==> src/design/etd_pkg.sv <==
// Shared types, constants and small arithmetic functions of the event time decoder.
package etd_pkg;

  localparam int unsigned STAGES = 11;

  localparam logic [15:0] MJD_MIN      = 16'd15079;
  localparam logic [22:0] X_OFFSET     = 23'd1507820;     // 15078.2 scaled by 100
  localparam logic [22:0] YEAR_DIV     = 23'd36525;       // 365.25 scaled by 100
  localparam logic [16:0] YEAR_RECIP   = 17'd117589;      // floor(2^32 / 36525)
  localparam logic [23:0] HUND_RECIP   = 24'd10737419;    // ceil(2^30 / 100)
  localparam logic [29:0] M_OFFSET     = 30'd149561000;   // 14956.1 scaled by 10000
  localparam logic [22:0] MONTH_DIV    = 23'd306001;      // 30.6001 scaled by 10000
  localparam logic [13:0] MONTH_RECIP  = 14'd14035;       // floor(2^32 / 306001)
  localparam logic [17:0] SEVEN_RECIP  = 18'd149797;      // ceil(2^20 / 7)
  localparam logic [15:0] DAY_OFFSET   = 16'd14956;
  localparam logic [39:0] START_UNDEF  = 40'hFF_FFFF_FFFF;
  localparam logic [23:0] DUR_UNDEF    = 24'hFF_FFFF;

  typedef struct packed {
    logic [39:0] st_code;
    logic [23:0] du_code;
    logic        st_undef;
    logic        du_undef;
    logic [15:0] mjd_raw;
    logic [15:0] mjd;
    logic [22:0] x;
    logic [16:0] wdv;
    logic [13:0] wq;
    logic [2:0]  week_day;
    logic [7:0]  h;
    logic [7:0]  m;
    logic [7:0]  s;
    logic [7:0]  dh;
    logic [7:0]  dm;
    logic [7:0]  ds;
    logic [19:0] dsec;
    logic [7:0]  yp_est;
    logic [7:0]  yp;
    logic [22:0] y;
    logic [15:0] ip;
    logic [22:0] n;
    logic [3:0]  mp_est;
    logic [3:0]  mp;
    logic [4:0]  day;
    logic [7:0]  year;
    logic [3:0]  mon;
    logic [8:0]  es_sum;
    logic [5:0]  es;
    logic [2:0]  cs;
    logic [8:0]  em_sum;
    logic [5:0]  em;
    logic [2:0]  cm;
    logic [8:0]  eh_sum;
    logic [4:0]  eh;
    logic [3:0]  ch;
    logic [4:0]  eday;
    logic [3:0]  emon;
    logic [7:0]  eyear;
  } etd_pipe_t;

  function automatic logic [7:0] bcd_byte(input logic [7:0] b);
    return 8'(b[7:4]) * 8'd10 + 8'(b[3:0]);
  endfunction

  // {carry, remainder} of a sum below 360 split by 60
  function automatic logic [8:0] div60(input logic [8:0] v);
    logic [2:0] c;
    c = '0;
    for (int k = 1; k <= 5; k++) begin
      if (v >= 9'(60 * k)) c = 3'(k);
    end
    return {c, 6'(v - 9'(c) * 9'd60)};
  endfunction

  // {carry, remainder} of a sum below 336 split by 24
  function automatic logic [8:0] div24(input logic [8:0] v);
    logic [3:0] c;
    c = '0;
    for (int k = 1; k <= 13; k++) begin
      if (v >= 9'(24 * k)) c = 4'(k);
    end
    return {c, 5'(v - 9'(c) * 9'd24)};
  endfunction

  // floor(mp * 30.6001)
  function automatic logic [8:0] month_days(input logic [3:0] mp);
    logic [8:0] r;
    unique case (mp)
      4'd0:  r = 9'd0;
      4'd1:  r = 9'd30;
      4'd2:  r = 9'd61;
      4'd3:  r = 9'd91;
      4'd4:  r = 9'd122;
      4'd5:  r = 9'd153;
      4'd6:  r = 9'd183;
      4'd7:  r = 9'd214;
      4'd8:  r = 9'd244;
      4'd9:  r = 9'd275;
      4'd10: r = 9'd306;
      4'd11: r = 9'd336;
      4'd12: r = 9'd367;
      4'd13: r = 9'd397;
      4'd14: r = 9'd428;
      default: r = 9'd459;
    endcase
    return r;
  endfunction

  function automatic logic [4:0] month_len(input logic [3:0] mon, input logic [7:0] yr);
    logic leap;
    logic [4:0] r;
    leap = (yr[1:0] == 2'b00) && (yr != 8'd0) && (yr != 8'd200);
    unique case (mon)
      4'd1:                      r = leap ? 5'd29 : 5'd28;
      4'd3, 4'd5, 4'd8, 4'd10:   r = 5'd30;
      default:                   r = 5'd31;
    endcase
    return r;
  endfunction

endpackage

==> src/design/etd_core.sv <==
// Arithmetic pipeline: MJD to calendar date, weekday, BCD decode and end time.
module etd_core (
  input  logic                  clk,
  input  logic                  rst,
  input  logic                  adv,
  input  logic                  in_valid,
  input  logic [39:0]           start_time_code,
  input  logic [23:0]           duration_code,
  output logic                  last_valid,
  output etd_pkg::etd_pipe_t    last
);

  etd_pkg::etd_pipe_t p   [1:etd_pkg::STAGES];
  etd_pkg::etd_pipe_t nxt [1:etd_pkg::STAGES];
  logic [etd_pkg::STAGES:1] v;

  logic [39:0] m_yp;
  logic [22:0] r_yp;
  logic [34:0] m_wq;
  logic [46:0] m_ip;
  logic [36:0] m_mp;
  logic [22:0] r_mp;
  logic [16:0] wd_rem;
  logic [15:0] diff;
  logic [29:0] n_full;
  logic [8:0]  q60a, q60b, q24;
  logic [5:0]  eday_s;
  logic [4:0]  len;
  logic [15:0] day_full;

  always_comb begin
    nxt[1] = '0;
    nxt[1].st_code = start_time_code;
    nxt[1].du_code = duration_code;

    // decode fields, saturate MJD, scale for the year estimate
    nxt[2] = p[1];
    nxt[2].st_undef = (p[1].st_code == etd_pkg::START_UNDEF);
    nxt[2].du_undef = (p[1].du_code == etd_pkg::DUR_UNDEF);
    nxt[2].mjd_raw  = p[1].st_code[39:24];
    nxt[2].mjd      = (p[1].st_code[39:24] < etd_pkg::MJD_MIN) ? etd_pkg::MJD_MIN
                                                               : p[1].st_code[39:24];
    nxt[2].x   = 23'(nxt[2].mjd) * 23'd100 - etd_pkg::X_OFFSET;
    nxt[2].wdv = 17'(p[1].st_code[39:24]) + 17'd2;
    nxt[2].h   = etd_pkg::bcd_byte(p[1].st_code[23:16]);
    nxt[2].m   = etd_pkg::bcd_byte(p[1].st_code[15:8]);
    nxt[2].s   = etd_pkg::bcd_byte(p[1].st_code[7:0]);
    nxt[2].dh  = etd_pkg::bcd_byte(p[1].du_code[23:16]);
    nxt[2].dm  = etd_pkg::bcd_byte(p[1].du_code[15:8]);
    nxt[2].ds  = etd_pkg::bcd_byte(p[1].du_code[7:0]);
    nxt[2].dsec = 20'(nxt[2].dh) * 20'd3600 + 20'(nxt[2].dm) * 20'd60 + 20'(nxt[2].ds);

    // reciprocal estimates
    nxt[3] = p[2];
    m_yp = 40'(p[2].x) * 40'(etd_pkg::YEAR_RECIP);
    nxt[3].yp_est = 8'(m_yp >> 32);
    m_wq = 35'(p[2].wdv) * 35'(etd_pkg::SEVEN_RECIP);
    nxt[3].wq = 14'(m_wq >> 20);
    nxt[3].es_sum = 9'(p[2].s) + 9'(p[2].ds);

    // correct the year estimate, finish weekday, carry seconds
    nxt[4] = p[3];
    r_yp = p[3].x - 23'(p[3].yp_est) * etd_pkg::YEAR_DIV;
    nxt[4].yp = (r_yp >= etd_pkg::YEAR_DIV) ? p[3].yp_est + 8'd1 : p[3].yp_est;
    wd_rem = p[3].wdv - 17'(p[3].wq) * 17'd7;
    nxt[4].week_day = wd_rem[2:0] + 3'd1;
    q60a = etd_pkg::div60(p[3].es_sum);
    nxt[4].cs = q60a[8:6];
    nxt[4].es = q60a[5:0];

    nxt[5] = p[4];
    nxt[5].y = 23'(p[4].yp) * etd_pkg::YEAR_DIV;
    nxt[5].em_sum = 9'(p[4].m) + 9'(p[4].dm) + 9'(p[4].cs);

    nxt[6] = p[5];
    m_ip = 47'(p[5].y) * 47'(etd_pkg::HUND_RECIP);
    nxt[6].ip = 16'(m_ip >> 30);
    q60b = etd_pkg::div60(p[5].em_sum);
    nxt[6].cm = q60b[8:6];
    nxt[6].em = q60b[5:0];

    nxt[7] = p[6];
    diff = p[6].mjd - p[6].ip;
    n_full = 30'(diff) * 30'd10000 - etd_pkg::M_OFFSET;
    nxt[7].n = n_full[22:0];
    nxt[7].eh_sum = 9'(p[6].h) + 9'(p[6].dh) + 9'(p[6].cm);

    nxt[8] = p[7];
    m_mp = 37'(p[7].n) * 37'(etd_pkg::MONTH_RECIP);
    nxt[8].mp_est = 4'(m_mp >> 32);
    q24 = etd_pkg::div24(p[7].eh_sum);
    nxt[8].ch = q24[8:5];
    nxt[8].eh = q24[4:0];

    nxt[9] = p[8];
    r_mp = p[8].n - 23'(p[8].mp_est) * etd_pkg::MONTH_DIV;
    nxt[9].mp = (r_mp >= etd_pkg::MONTH_DIV) ? p[8].mp_est + 4'd1 : p[8].mp_est;

    // day, year and month of the start date
    nxt[10] = p[9];
    day_full = p[9].mjd - etd_pkg::DAY_OFFSET - p[9].ip - 16'(etd_pkg::month_days(p[9].mp));
    nxt[10].day = day_full[4:0];
    if (p[9].mp == 4'd14 || p[9].mp == 4'd15) begin
      nxt[10].year = p[9].yp + 8'd1;
      nxt[10].mon  = p[9].mp - 4'd14;
    end else begin
      nxt[10].year = p[9].yp;
      nxt[10].mon  = p[9].mp - 4'd2;
    end

    // roll the end day into the next month or year
    nxt[11] = p[10];
    eday_s = 6'(p[10].day) + 6'(p[10].ch);
    len = etd_pkg::month_len(p[10].mon, p[10].year);
    if (eday_s > 6'(len)) begin
      nxt[11].eday = 5'(eday_s - 6'(len));
      if (p[10].mon >= 4'd11) begin
        nxt[11].emon  = 4'd0;
        nxt[11].eyear = p[10].year + 8'd1;
      end else begin
        nxt[11].emon  = p[10].mon + 4'd1;
        nxt[11].eyear = p[10].year;
      end
    end else begin
      nxt[11].eday  = eday_s[4:0];
      nxt[11].emon  = p[10].mon;
      nxt[11].eyear = p[10].year;
    end
  end

  always_ff @(posedge clk) begin
    if (rst) begin
      v <= '0;
    end else if (adv) begin
      v <= {v[etd_pkg::STAGES-1:1], in_valid};
    end
  end

  always_ff @(posedge clk) begin
    if (adv) begin
      for (int k = 1; k <= etd_pkg::STAGES; k++) begin
        p[k] <= nxt[k];
      end
    end
  end

  assign last_valid = v[etd_pkg::STAGES];
  assign last       = p[etd_pkg::STAGES];

endmodule

==> src/design/event_time_decoder.sv <==
// An accepted entry moves through the etd_core stage registers; the last stage shows its
// start beat, then its end beat, and the two result beats share one output register.
// The pipeline advances as a whole whenever the last stage is empty or its end beat leaves.
// Reset (rst, synchronous, active high) clears all valid bits and the beat phase;
// payload registers are not reset.
// Each entry yields a start beat (is_end_result 0) then an end beat (is_end_result 1).
module event_time_decoder (
  input  logic        clk,
  input  logic        rst,
  input  logic        in_valid,
  output logic        in_ready,
  input  logic [39:0] start_time_code,
  input  logic [23:0] duration_code,
  output logic        out_valid,
  input  logic        out_ready,
  output logic        is_end_result,
  output logic [7:0]  year_since_1900,
  output logic [3:0]  month_index,
  output logic [4:0]  day_of_month,
  output logic [2:0]  week_day,
  output logic [7:0]  hour_value,
  output logic [7:0]  minute_value,
  output logic [7:0]  second_value,
  output logic        time_undefined,
  output logic [19:0] duration_seconds
);

  logic               adv;
  logic               last_valid;
  etd_pkg::etd_pipe_t last;
  logic               phase;   // 0: start beat pending, 1: end beat pending

  // advance the pipe when the last stage is empty or its end beat is taken
  assign adv      = !last_valid || (out_ready && phase);
  assign in_ready = adv;

  etd_core u_core (
    .clk             (clk),
    .rst             (rst),
    .adv             (adv),
    .in_valid        (in_valid),
    .start_time_code (start_time_code),
    .duration_code   (duration_code),
    .last_valid      (last_valid),
    .last            (last)
  );

  // toggle the beat phase on every accepted output beat
  always_ff @(posedge clk) begin
    if (rst) begin
      phase <= 1'b0;
    end else if (out_valid && out_ready) begin
      phase <= !phase;
    end
  end

  assign out_valid        = last_valid;
  assign is_end_result    = phase;
  assign duration_seconds = last.du_undef ? 20'd0 : last.dsec;

  // select start or end fields; drop to zeros when the source is undefined
  always_comb begin
    year_since_1900 = '0;
    month_index     = '0;
    day_of_month    = '0;
    week_day        = '0;
    hour_value      = '0;
    minute_value    = '0;
    second_value    = '0;
    time_undefined  = 1'b1;
    if (!phase) begin
      if (!last.st_undef) begin
        time_undefined  = 1'b0;
        year_since_1900 = last.year;
        month_index     = last.mon;
        day_of_month    = last.day;
        week_day        = last.week_day;
        hour_value      = last.h;
        minute_value    = last.m;
        second_value    = last.s;
      end
    end else begin
      if (!last.st_undef && !last.du_undef) begin
        time_undefined  = 1'b0;
        year_since_1900 = last.eyear;
        month_index     = last.emon;
        day_of_month    = last.eday;
        hour_value      = 8'(last.eh);
        minute_value    = 8'(last.em);
        second_value    = 8'(last.es);
      end
    end
  end

endmodule

==> config.mk <==
export PLATFORM = sky130hd
export DESIGN_NAME = event_time_decoder
export DESIGN_NICKNAME = d
export VERILOG_FILES = /design/src/design/etd_pkg.sv /design/src/design/etd_core.sv /design/src/design/event_time_decoder.sv
export SDC_FILE = /design/constraint.sdc
export NUM_CORES = 2
export LEC_CHECK = 0
export BUFFER_PORTS_ARGS = -buffer_cell sky130_fd_sc_hd__buf_2
export CORE_MARGIN = 8
export CORE_UTILIZATION = 25
export DETAILED_ROUTE_END_ITERATION = 7
export SLEW_MARGIN = 25
export SYNTH_ARGS = -nofsm -noshare
export SYNTH_HDL_FRONTEND = slang
export SYNTH_MEMORY_MAX_BITS = 65536
export SYNTH_SLANG_ARGS = --single-unit
==> constraint.sdc <==
create_clock -name clk -period 62.6 [get_ports clk]
set_input_delay 9.39 -clock clk [delete_from_list [all_inputs] [get_ports clk]]
set_output_delay 9.39 -clock clk [all_outputs]
set_load 0.03 [all_outputs]
==> results.rst <==
.. list-table::
   :header-rows: 1

   * - Metric
     - Value
   * - Outcome
     - finished clean
   * - Share of the clock period used by the worst path after layout
     - between 30% and 40%
   * - Number of top-level design ports
     - approximately 140
   * - DRC violation total after the first TritonRoute iteration
     - ~2.1k
   * - Number of enable-type register cells in the synthesized netlist
     - between 1k and 1.5k
   * - Starting density of the core
     - roughly a quarter
   * - Bufs on Longest Clock Path
     - 3
   * - Highest clock rate
     - 49.7 MHz
   * - Register area
     - between 30000 and 40000 um2
   * - Number of nets in the finished design
     - around 7.7k
   * - Resized cells post-CTS
     - 0
   * - Clock root cell
     - sky130_fd_sc_hd__clkbuf_16
   * - Worst Setup Start Kind
     - input pin
   * - Overall die width
     - roughly 570 um
   * - Number of setup violations in the final report
     - 0
   * - Die Ht
     - 567 um
   * - DR WL/cell
     - between 10 and 15 um
   * - Initial antenna violation count
     - 5
   * - Number of warnings printed during yosys synthesis
     - 0
   * - Critical path type
     - in -> out
   * - Layout filler cell count
     - 30.5k
   * - Vias in the first global route
     - 43.8k
   * - Standard cell core area
     - 302000 um2
   * - Largest family of logic cells by synthesized area
     - adder cells
   * - Total DRC errors in the routed layout
     - 0
   * - Worst rel slew slack
     - between 30% and 40%
   * - Slew at the pin closest to its max-slew limit
     - slightly above 1 ns
   * - Largest net degree at the start of global routing
     - about 210
   * - Required @ worst endpoint
     - approximately 53 ns
   * - Detailed-router iteration count before antenna repair
     - 6
   * - Fraction of the mapped netlist area in simple logic gates
     - 3.95%
   * - Net count of the mapped netlist
     - roughly 7.4k
   * - Type of element capturing the critical path
     - primary output
   * - Worst hold-check path type
     - reg -> reg
   * - Number of vias after detailed routing
     - 40.6k
   * - CTS clock-pin slew for the worst setup and hold paths
     - ~0.060 ns
   * - Overall global routing resource usage
     - 8.77%
   * - Final Hold Fails
     - 0
   * - Clock tree sinks
     - about 1.1k
   * - Grt ovf
     - 0
   * - Adder-cell area share of the yosys netlist
     - between 30% and 40%
   * - Async set-or-reset flop fraction in the synthesized netlist
     - 0%
   * - Final total negative setup slack
     - 0 ns
   * - Dominant synthesized flop cell
     - sky130_fd_sc_hd__edfxtp_1
   * - TritonCTS Buffers
     - about 110
   * - Syn Inst Count
     - around 5.6k
   * - Area added between synthesis and finish
     - 13.0%
   * - Number of I/O port buffers
     - ~140
   * - Final GP Congestion
     - about 0.86
   * - Unrepaired setup endpoints after global routing
     - no
   * - Share of cells above drive strength 1
     - roughly 6.5%
   * - Maximum net fanout on the critical path
     - 82
   * - Fraction of the mapped netlist area in compound gates
     - 5.60%
   * - Number of max-slew violations in the final report
     - 0
   * - Proportion of synthesized chip area in sequential cells
     - roughly 45%
   * - Parity-gate share of the synthesized area counting xor and xnor cells
     - 3.73%
   * - Count of distinct cell types in the synthesized netlist
     - 85
   * - Clock skew
     - about 0.13 ns
   * - DRT Wirelength
     - around 140000 um
   * - Max_cap viols
     - 0
   * - Leading cell type in the layout, fill and taps excluded
     - sky130_fd_sc_hd__edfxtp_1
   * - Number of buffers inserted for hold repair after clock tree synthesis
     - 0
   * - Clock tree from TritonCTS
     - built
   * - CTS H-tree depth
     - 3
   * - Synthesized flop and latch total
     - 1144
   * - First-pass GRT wire length
     - between 200000 and 250000 um
   * - Arrival time at the worst endpoint
     - around 11 ns
   * - Vias per cell
     - between 4 and 5
   * - Number of core rows
     - roughly 200
   * - Post-route antenna net violation count
     - 0
   * - Clk_lat worst skew
     - slightly below 0.8 ns
   * - Mux share of post-synthesis cell area
     - less than 1%
   * - Netlist area before placement
     - around 76000 um2
   * - Post-CTS setup buffer count
     - 0
   * - Total half-perimeter wirelength after legalization and detailed placement
     - about 110000 um
   * - Most used cells in the layout excluding fill and tap cells
     - sky130_fd_sc_hd__edfxtp_1, sky130_fd_sc_hd__inv_1, sky130_fd_sc_hd__ha_1
   * - Min Clock Period, post-route
     - 20.12 ns
   * - Die Area
     - 321000 um2
   * - Area of the multi-input gates
     - approximately 37000 um2
   * - Average instance area after synthesis
     - around 14 um2
==> stage by stage <==
step | setup WS [ns] | instance area [um2] | hold slack, ns | instances | util, %
final | 42.48 | 85700 | 0.344 | 9922 | 28.3
after global routing | 42.34 | 85700 | 0.345 | 9920 | 28.3
after CTS | 42.42 | 85600 | 0.323 | 9917 | 28.3
after detailed placement | 42.43 | 81600 | 0.405 | 9701 | 27.0
after global placement | 42.44 | 81500 | 0.401 | 9700 | 27.0
after floorplan | 12.56 | 75800 | 0.400 | 5594 | -
==> cell families after synthesis <==
| family | after synthesis |
|---|---|
| AOI/OAI and AO/OA | 625 |
| buffers and inverters | 1159 |
| adders and majority gates | 1755 |
| and+or+nand+nor | 576 |
| DFF | 1144 |
| muxes | 14 |
| xor gates and xnor gates | 321 |
==> metal layers <==
layer  part of all wire, %  vias up  wire length, um  GRT usage [%]
li1                      -    19700                -              -
met3                   3.0      176             4220           1.07
met2                    50      475            71000           15.8
met4                   2.3        0             3250           2.38
met5                     0        -                0              0
met1                    45    20200            63400           11.1
==> worst max-delay path, stage by stage <==
cell and delay [ns]:
sky130_fd_sc_hd__buf_2 0.09, sky130_fd_sc_hd__nand2_1 0.04, sky130_fd_sc_hd__and2_1 0.33, sky130_fd_sc_hd__inv_8 0.49, sky130_fd_sc_hd__buf_2 0.35
==> state kept, by name, indices dropped and copies added (netlist names) <==
name,flops
u_core.v,11
u_core.p,1132
is_end_result,1
==> area by class of cell <==
class                           instances  share of cell area, %
Timing Repair Buffer                  158                   1.10
Multi-Input combinational cell       3291                   43.5
Clock inverter                         95                   1.34
Sequential cell                      1144                   40.0
Antenna cell                            3                0.00876
Clock buffer                          121                   3.36
Inverter                             1132                   4.97
Tap cell                             3978                   5.81
==> cells in the mapped netlist (46+ instances only) <==
master,number,area share (%)
sky130_fd_sc_hd__nand3_1,50,0.33
sky130_fd_sc_hd__nor2_1,112,0.55
sky130_fd_sc_hd__o21ai_0,104,0.69
sky130_fd_sc_hd__ha_1,1079,18
sky130_fd_sc_hd__a21oi_1,161,1.1
sky130_fd_sc_hd__a21o_1,92,0.91
sky130_fd_sc_hd__nor2b_1,46,0.38
sky130_fd_sc_hd__inv_1,1132,5.6
sky130_fd_sc_hd__nand2_1,119,0.59
sky130_fd_sc_hd__xnor2_1,233,2.7
sky130_fd_sc_hd__fa_1,673,18
sky130_fd_sc_hd__nor3_1,46,0.30
sky130_fd_sc_hd__xor2_1,87,1.0
sky130_fd_sc_hd__edfxtp_1,1132,45
==> worst paths after layout <==
check | from | to | slack [ns] | depth (start not counted)
setup / recovery | out_ready | in_ready | 42.48 | 5
hold reg to reg | u_core.p[8][119]$_DFFE_PP_ | u_core.p[9][119]$_DFFE_PP_ | 0.34 | 0
setup reg to reg | u_core.p[5][141]$_DFFE_PP_ | u_core.p[6][134]$_DFFE_PP_ | 54.92 | 23
hold / removal | u_core.p[8][119]$_DFFE_PP_ | u_core.p[9][119]$_DFFE_PP_ | 0.34 | 0
Power is not shown: default switching activity piles up to over one toggle a cycle in this logic, so the estimate is an artifact.
